==> src/ngdp_pkg.sv <==
package ngdp_pkg;

  localparam int VALUE_W        = 31;
  localparam int DATA_W         = 32;
  localparam int DIG_W          = 4;
  localparam int ACC_W          = VALUE_W + 4;
  localparam int MAX_DIGITS_DEF = 10;

  localparam logic [VALUE_W-1:0] RESULT_LIMIT = {VALUE_W{1'b1}};

  typedef enum logic [2:0] {
    S_IDLE,
    S_CONV,
    S_PIVOT,
    S_CHECK,
    S_UP,
    S_JOIN,
    S_SUFFIX,
    S_DONE
  } state_t;

  typedef enum logic [2:0] {
    DOP_HOLD,
    DOP_CLEAR,
    DOP_DABBLE,
    DOP_ROT_DN,
    DOP_ROT_UP
  } dig_op_t;

  typedef struct packed {
    dig_op_t op;
    logic    bin_bit;
  } dig_ctl_t;

endpackage

==> src/next_greater_digit_permutation.sv <==
// Next greater digit permutation: takes a 31-bit value on the in_ stream and
// returns the smallest larger value built from the same decimal digits on the
// out_ stream, with a found flag that is low (and the value zero) when the
// input has fewer than two digits, its digits never rise from left to right,
// it has more than MAX_DIGITS digits, or the permutation exceeds 2^31-1.
// One item is in flight at a time. After the accepting edge an item passes
// through binary to BCD conversion (one input bit per cycle through the digit
// shift register), the pivot scan, a check state, the high-digit accumulate
// and swap search, a join state, the reversed suffix (k digits, k = pivot
// position) and the load of the output register, which raises out_tvalid.
// When no permutation exists, the check state goes straight to that load.
// The single digit register is walked one digit per cycle during the scans.
// in_tready is high only while the block is idle. A finished result waits in
// the output register while the next item is accepted and converted; if the
// receiver stalls, the block holds in its final state until the output
// register frees up. Reset (rst_n low, synchronous) empties the output
// register and returns the block to idle.
module next_greater_digit_permutation #(
  parameter int MAX_DIGITS = ngdp_pkg::MAX_DIGITS_DEF
) (
  input  logic                        clk,
  input  logic                        rst_n,
  input  logic                        in_tvalid,
  output logic                        in_tready,
  input  logic [ngdp_pkg::DATA_W-1:0] in_tdata,   // [30:0] value, [31] zero
  output logic                        out_tvalid,
  input  logic                        out_tready,
  output logic [ngdp_pkg::DATA_W-1:0] out_tdata   // [0] found, [31:1] next_value
);
  import ngdp_pkg::*;

  localparam int IW = $clog2(MAX_DIGITS);
  localparam int BW = $clog2(VALUE_W);
  localparam logic [IW-1:0] LAST_POS = IW'(MAX_DIGITS - 1);
  localparam logic [BW-1:0] LAST_BIT = BW'(VALUE_W - 1);

  state_t state_r, state_nxt;
  dig_ctl_t dig_ctl;

  logic [VALUE_W-1:0] bin_r;
  logic [BW-1:0]      bcnt_r;
  logic [IW-1:0]      pos_r;
  logic [DIG_W-1:0]   prev_r;
  logic [IW-1:0]      k_r;
  logic [DIG_W-1:0]   piv_r;
  logic               kfound_r;
  logic [IW-1:0]      topnz_r;
  logic [IW-1:0]      j_r;
  logic [DIG_W-1:0]   jv_r;
  logic [VALUE_W-1:0] acc_r;
  logic               aovf_r;
  logic               res_ok_r;

  logic               out_valid_r;
  logic               out_found_r;
  logic [VALUE_W-1:0] out_value_r;

  logic [DIG_W-1:0]   lo_digit;
  logic [DIG_W-1:0]   hi_digit;
  logic               too_long;

  logic               h_en;
  logic [DIG_W-1:0]   h_dig;
  logic [ACC_W-1:0]   h_wide;
  logic               in_acc;
  logic               out_free;
  logic               res_found;

  ngdp_digit_reg #(
    .MAX_DIGITS(MAX_DIGITS)
  ) u_digits (
    .clk      (clk),
    .rst_n    (rst_n),
    .ctl      (dig_ctl),
    .lo_digit (lo_digit),
    .hi_digit (hi_digit),
    .too_long (too_long)
  );

  assign in_acc    = in_tvalid && in_tready;
  assign out_free  = !out_valid_r || out_tready;
  assign res_found = res_ok_r && !aovf_r;

  always_ff @(posedge clk) begin
    if (!rst_n) begin
      state_r <= S_IDLE;
    end else begin
      state_r <= state_nxt;
    end
  end

  // next state, digit register command and input handshake
  always_comb begin
    state_nxt       = state_r;
    dig_ctl.op      = DOP_HOLD;
    dig_ctl.bin_bit = bin_r[VALUE_W-1];
    in_tready       = 1'b0;
    case (state_r)
      S_IDLE: begin
        in_tready = 1'b1;
        if (in_tvalid) begin
          dig_ctl.op = DOP_CLEAR;
          state_nxt  = S_CONV;
        end
      end
      S_CONV: begin
        dig_ctl.op = DOP_DABBLE;
        if (bcnt_r == LAST_BIT) state_nxt = S_PIVOT;
      end
      S_PIVOT: begin
        dig_ctl.op = DOP_ROT_DN;
        if (pos_r == LAST_POS) state_nxt = S_CHECK;
      end
      S_CHECK: begin
        if (too_long || !kfound_r || k_r > topnz_r) begin
          state_nxt = S_DONE;
        end else begin
          state_nxt = S_UP;
        end
      end
      S_UP: begin
        dig_ctl.op = DOP_ROT_UP;
        if (pos_r == '0) state_nxt = S_JOIN;
      end
      S_JOIN: begin
        state_nxt = S_SUFFIX;
      end
      S_SUFFIX: begin
        dig_ctl.op = DOP_ROT_DN;
        if (pos_r == k_r - 1'b1) state_nxt = S_DONE;
      end
      S_DONE: begin
        if (out_free) state_nxt = S_IDLE;
      end
      default: begin
        state_nxt = S_IDLE;
      end
    endcase
  end

  // one Horner step: acc * 10 + digit, with a sticky overflow past 2^31-1
  always_comb begin
    h_en  = 1'b0;
    h_dig = '0;
    case (state_r)
      S_UP: begin
        h_en  = pos_r > k_r;
        h_dig = hi_digit;
      end
      S_JOIN: begin
        h_en  = 1'b1;
        h_dig = jv_r;
      end
      S_SUFFIX: begin
        h_en  = 1'b1;
        h_dig = (pos_r == j_r) ? piv_r : lo_digit;
      end
      default: begin
      end
    endcase
    h_wide = ACC_W'({acc_r, 3'b000}) + ACC_W'({acc_r, 1'b0}) + ACC_W'(h_dig);
  end

  // datapath: scan, swap search and accumulate
  always_ff @(posedge clk) begin
    case (state_r)
      S_IDLE: begin
        bin_r  <= in_tdata[VALUE_W-1:0];
        bcnt_r <= '0;
      end
      S_CONV: begin
        bin_r    <= {bin_r[VALUE_W-2:0], 1'b0};
        bcnt_r   <= bcnt_r + 1'b1;
        pos_r    <= '0;
        kfound_r <= 1'b0;
        topnz_r  <= '0;
        prev_r   <= '0;
      end
      S_PIVOT: begin
        // lowest position whose digit is below its right neighbor
        if (lo_digit != '0) topnz_r <= pos_r;
        if (pos_r != '0 && !kfound_r && lo_digit < prev_r) begin
          kfound_r <= 1'b1;
          k_r      <= pos_r;
          piv_r    <= lo_digit;
        end
        prev_r <= lo_digit;
        pos_r  <= pos_r + 1'b1;
      end
      S_CHECK: begin
        res_ok_r <= !(too_long || !kfound_r || k_r > topnz_r);
        pos_r    <= LAST_POS;
        acc_r    <= '0;
        aovf_r   <= 1'b0;
        j_r      <= '0;
        jv_r     <= '0;
      end
      S_UP: begin
        // the last larger digit seen below the pivot is the rightmost one
        if (pos_r < k_r && hi_digit > piv_r) begin
          j_r  <= pos_r;
          jv_r <= hi_digit;
        end
        pos_r <= pos_r - 1'b1;
      end
      S_JOIN: begin
        pos_r <= '0;
      end
      S_SUFFIX: begin
        pos_r <= pos_r + 1'b1;
      end
      default: begin
      end
    endcase
    if (h_en) begin
      acc_r <= h_wide[VALUE_W-1:0];
      if (h_wide > ACC_W'(RESULT_LIMIT)) aovf_r <= 1'b1;
    end
  end

  // output register: holds a result while the receiver stalls
  always_ff @(posedge clk) begin
    if (!rst_n) begin
      out_valid_r <= 1'b0;
    end else if (state_r == S_DONE && out_free) begin
      out_valid_r <= 1'b1;
    end else if (out_tready) begin
      out_valid_r <= 1'b0;
    end
  end

  always_ff @(posedge clk) begin
    if (state_r == S_DONE && out_free) begin
      out_found_r <= res_found;
      out_value_r <= res_found ? acc_r : '0;
    end
  end

  assign out_tvalid = out_valid_r;
  assign out_tdata  = {out_value_r, out_found_r};

endmodule

==> src/ngdp_digit_reg.sv <==
module ngdp_digit_reg #(
  parameter int MAX_DIGITS = ngdp_pkg::MAX_DIGITS_DEF
) (
  input  logic                       clk,
  input  logic                       rst_n,
  input  ngdp_pkg::dig_ctl_t         ctl,
  output logic [ngdp_pkg::DIG_W-1:0] lo_digit,
  output logic [ngdp_pkg::DIG_W-1:0] hi_digit,
  output logic                       too_long
);
  import ngdp_pkg::*;

  logic [DIG_W-1:0] dig_r [MAX_DIGITS];
  logic [DIG_W-1:0] adj   [MAX_DIGITS];
  logic             too_long_r;

  // add-3 correction per digit lane before the doubling shift
  always_comb begin
    for (int i = 0; i < MAX_DIGITS; i++) begin
      adj[i] = (dig_r[i] >= DIG_W'(5)) ? dig_r[i] + DIG_W'(3) : dig_r[i];
    end
  end

  always_ff @(posedge clk) begin
    case (ctl.op)
      DOP_CLEAR: begin
        for (int i = 0; i < MAX_DIGITS; i++) dig_r[i] <= '0;
      end
      DOP_DABBLE: begin
        dig_r[0] <= {adj[0][DIG_W-2:0], ctl.bin_bit};
        for (int i = 1; i < MAX_DIGITS; i++) begin
          dig_r[i] <= {adj[i][DIG_W-2:0], adj[i-1][DIG_W-1]};
        end
      end
      DOP_ROT_DN: begin
        for (int i = 0; i < MAX_DIGITS - 1; i++) dig_r[i] <= dig_r[i+1];
        dig_r[MAX_DIGITS-1] <= dig_r[0];
      end
      DOP_ROT_UP: begin
        for (int i = 1; i < MAX_DIGITS; i++) dig_r[i] <= dig_r[i-1];
        dig_r[0] <= dig_r[MAX_DIGITS-1];
      end
      default: begin
      end
    endcase
  end

  // carry out of the top digit means the value needs more digit slots
  always_ff @(posedge clk) begin
    if (!rst_n) begin
      too_long_r <= 1'b0;
    end else if (ctl.op == DOP_CLEAR) begin
      too_long_r <= 1'b0;
    end else if (ctl.op == DOP_DABBLE && adj[MAX_DIGITS-1][DIG_W-1]) begin
      too_long_r <= 1'b1;
    end
  end

  assign lo_digit = dig_r[0];
  assign hi_digit = dig_r[MAX_DIGITS-1];
  assign too_long = too_long_r;

endmodule

==> config.mk <==
export PLATFORM = sky130hd
export DESIGN_NAME = next_greater_digit_permutation
export DESIGN_NICKNAME = d
export VERILOG_FILES = /design/src/ngdp_pkg.sv /design/src/next_greater_digit_permutation.sv /design/src/ngdp_digit_reg.sv
export SDC_FILE = /design/constraint.sdc
export NUM_CORES = 1
export LEC_CHECK = 0
export BUFFER_PORTS_ARGS = -buffer_cell sky130_fd_sc_hd__buf_2
export CORE_MARGIN = 5
export CORE_UTILIZATION = 40
export CTS_CLUSTER_DIAMETER = 50
export DETAILED_ROUTE_END_ITERATION = 6
export PLACE_DENSITY_LB_ADDON = 0.08
export SLEW_MARGIN = 10
export SYNTH_ARGS = -nofsm -noshare
export SYNTH_HDL_FRONTEND = slang
export SYNTH_SLANG_ARGS = --single-unit
==> constraint.sdc <==
create_clock -name clk -period 10.05 [get_ports clk]
set_clock_uncertainty 0.05 [all_clocks]
set_input_delay 0.5025 -clock clk [delete_from_list [all_inputs] [get_ports clk]]
set_output_delay 0.5025 -clock clk [all_outputs]
set_load 0.01 [all_outputs]
==> flow_summary.ini <==
[run_status]
status = complete, no violations

[floorplan]
coreArea_sq_um = 26800
dieWidth_microns = 175
dieHeight_microns = 175
pin_count = 70
rows = 60
initial_utilization = 0.405
dieArea_sq_um = 30500

[detailed_routing]
drtIter0Drc = 496
dr.max_layer_used = met4
wire_per_inst_microns = 16.9
finalWirelength_microns = 23400
drc_errors = 0
met2WireLength_microns = 11400
routed_via_density = 5.41
met1_length_microns = 11300
drt_first_pass_iters = 4
dr_total_vias = 7483
antenna_left = 0
wl_met3_microns = 588

[power_and_ir_drop]
seqPwrFrac = 0.502
peakVddDrop_uv = 73.7
power_frac_clock = 0.400
leakage_nw = 4.60
p_int_mw = 1.35
switching_share = 0.246
p_comb_frac = 0.098
switchingPower_uw = 439
powerDensity_nw_per_um2 = 147
power_mw = 1.79

[timing]
max_slew.worst_pin.slew_ns = 1.02
hold_viol = 0
rsz0062_at_grt = no
period_share = 0.461
final.setup.tns_ns = 0
finalMaxSlewViolations = 0
fin_crit_ns = 4.63
slew_headroom = 0.314
max_freq_mhz = 216
setup_viol = 0

[setup_path]
end_kind = register
r2r_end = acc_r[26]
critical-path-top-delay-family = compound AO/OA/AOI/OAI gates
start_kind = register
worstPathRequired_ns = 10.19
arrival_ns = 4.77
rrSetupSlack_ns = 5.42
critPathMaxStageDelay_ns = 0.58
cp-endpoint = acc_r[26]
crit_type = reg -> reg
critPathSlowestCell = edfxtp_1
worstPathCellList = xnor2_1 -> nand4_1 -> o211ai_1 -> o21ai_0 -> o21ai_0 -> nand2_1 -> fa_1 -> fa_1 -> nand2b_1 -> a211oi_2 -> o41ai_4 -> o31ai_4 -> a211o_4 -> a31oi_1 -> xnor2_1 -> and2_1
crit_fanout = 9
path_depth = 16
startpoint = pos_r[2]
critPathBufInv = 0
rr_startpoint = pos_r[2]
r2r_cells = 16

[clocking]
cts_setup_buffers = 0
clkLatencyLatePin_ns = 0.43
cts_tree = built
clock-sinks = 175
root_buffer = clkbuf_16
cts_hold_buf = 0
cts_resized = 0
cts_buffers = 17
htree_levels = 4
path_clk_slew_ns = 0.07
clockBufferDepth = 2

[synthesis]
yosysMostFrequentCell = edfxtp_1
postSynthCellCount = 978
async_flop_share = 0
synth_commonest_cells = 169 x edfxtp_1, 102 x ha_1, 79 x nor2_1
synth_ff_type = edfxtp_1
synth-compound-area-share = 0.163
synth-seq-cells = 175
synth_area_leaders = edfxtp_1 47%, ha_1 12%, a21oi_1 3.5%
syn_area_sq_um = 10900
synth_edf_count = 169
synth_fa_ha_area_frac = 0.123
synthMuxAreaShare = 0.0370
synth-seq-area-share = 0.479
synth_area_per_cell_sq_um = 11.1
post-synth-top-area-fraction = 0.468
yosys.area.top_type = edfxtp_1
synth_top_family_by_area = compound AO/OA/AOI/OAI gates
synth_nets = 1119
yosys_warnings = 0
synth_simple_gate_area_frac = 0.127
synthXorXnorAreaFrac = 0.0387
synth_cell_types = 67

[global_routing]
grt_pass1_vias = 7501
grt_use_total = 0.156
grt_first_pass_wirelength_microns = 39000
grt_max_degree = 65
overflow = 0
antenna_found_initial = 0

[placed_design]
dp_hpwl_microns = 15700
place_congestion = 0.813
portBuffers = 68
dp_cells = 1354

[final_layout]
nets = 1173
stdcell_count = 1384
area_delta_synth_final_pct = 12.1
drive_gt1_frac = 0.157
postLayoutCoreUtil = 0.454
diodes = 0

[hold_path]
holdPathStages = 3
min_path_type = in -> reg

[flow_run]
maxCapViolCount = 0
==> final cells by class <==
| type | instances | area, sq um |
|---|---|---|
| flip-flops and latches | 175 | 5200 |
| inverters | 47 | 176 |
| repair buffers | 79 | 423 |
| multi-input cells | 712 | 5330 |
| clock buffers | 17 | 425 |
| fillers | 2486 | 14600 |
| well taps | 341 | 427 |
| clock inverters | 13 | 188 |
==> cells in the final DEF, fill, tap and decap left out, drive strengths merged, types with 4 or more instances in the layout <==
master / n
nand2b: 18
dfxtp: 6
a22oi: 41
nand4: 6
nand3: 12
ha: 102
o22ai: 39
a21oi: 78
mux2: 31
o21a: 9
inv: 51
nand2: 33
o31ai: 4
a221oi: 4
a21boi: 4
edfxtp: 169
o21ai: 32
xor2: 16
clkinv: 4
clkbuf: 17
and2: 42
bufinv: 4
a211oi: 5
o211ai: 4
xnor2: 32
nor2: 79
nor3: 17
nor2b: 14
and3: 12
a21o: 14
nor3b: 21
buf: 79
==> worst min path at each step <==
stage                                  from                 to  slack, ns
after floorplan           u_digits.too_long  u_digits.too_long       0.40
after global placement    u_digits.too_long  u_digits.too_long       0.41
after detailed placement  u_digits.too_long  u_digits.too_long       0.43
after CTS                             rst_n         state_r[1]       0.27
after global routing            in_tdata[0]           bin_r[0]       0.29
final                                 rst_n         state_r[1]       0.29
==> power by group through the flow <==
stage,clock network (mW),registers [mW],logic (mW)
2_1_floorplan,0,0.889,0.143
3_3_place_gp,0,0.912,0.175
3_5_place_dp,0,0.912,0.177
4_1_cts,0.732,0.896,0.179
5_1_grt,0.762,0.903,0.202
6_report,0.715,0.896,0.175
==> registers in the layout (all words and copies together) (netlist names), 3 cells and up <==
| register | count |
|---|---|
| topnz_r | 4 |
| bcnt_r | 5 |
| piv_r | 4 |
| k_r | 4 |
| bin_r | 31 |
| prev_r | 4 |
| u_digits.dig_r | 40 |
| acc_r | 31 |
| j_r | 4 |
| out_value_r | 31 |
| pos_r | 4 |
| state_r | 3 |
| jv_r | 4 |
==> worst min-delay path: cells and delay by family <==
family                 cells  cell delay [ns]
buffers and inverters      1             0.13
AND/OR/NAND/NOR            1             0.06
AO/OA/AOI/OAI              1             0.03
==> logic make-up after synthesis <==
logic type / count (synthesis)
buffers and inverters: 91
DFF: 175
AOI/OAI and AO/OA: 260
adders and majority gates: 105
and+or+nand+nor: 264
xor gates and xnor gates: 48
muxes: 35
==> per-layer routing <==
metal | track usage | up-vias
met5 | 0 | -
met4 | 0.0367 | 0
met3 | 0.0208 | 10
met2 | 0.264 | 106
met1 | 0.214 | 3599
li1 | - | 3768
==> stage by stage <==
step / cell area (sq um) / hold slack, ns / worst slack (ns)
after CTS: 12200 / 0.270 / 5.38
after detailed placement: 11600 / 0.434 / 5.41
after floorplan: 10900 / 0.399 / 5.12
after global placement: 11600 / 0.408 / 5.35
final: 12200 / 0.288 / 5.42
after global routing: 12200 / 0.289 / 5.02
No activity file was read; power rests on OpenSTA's default activity.
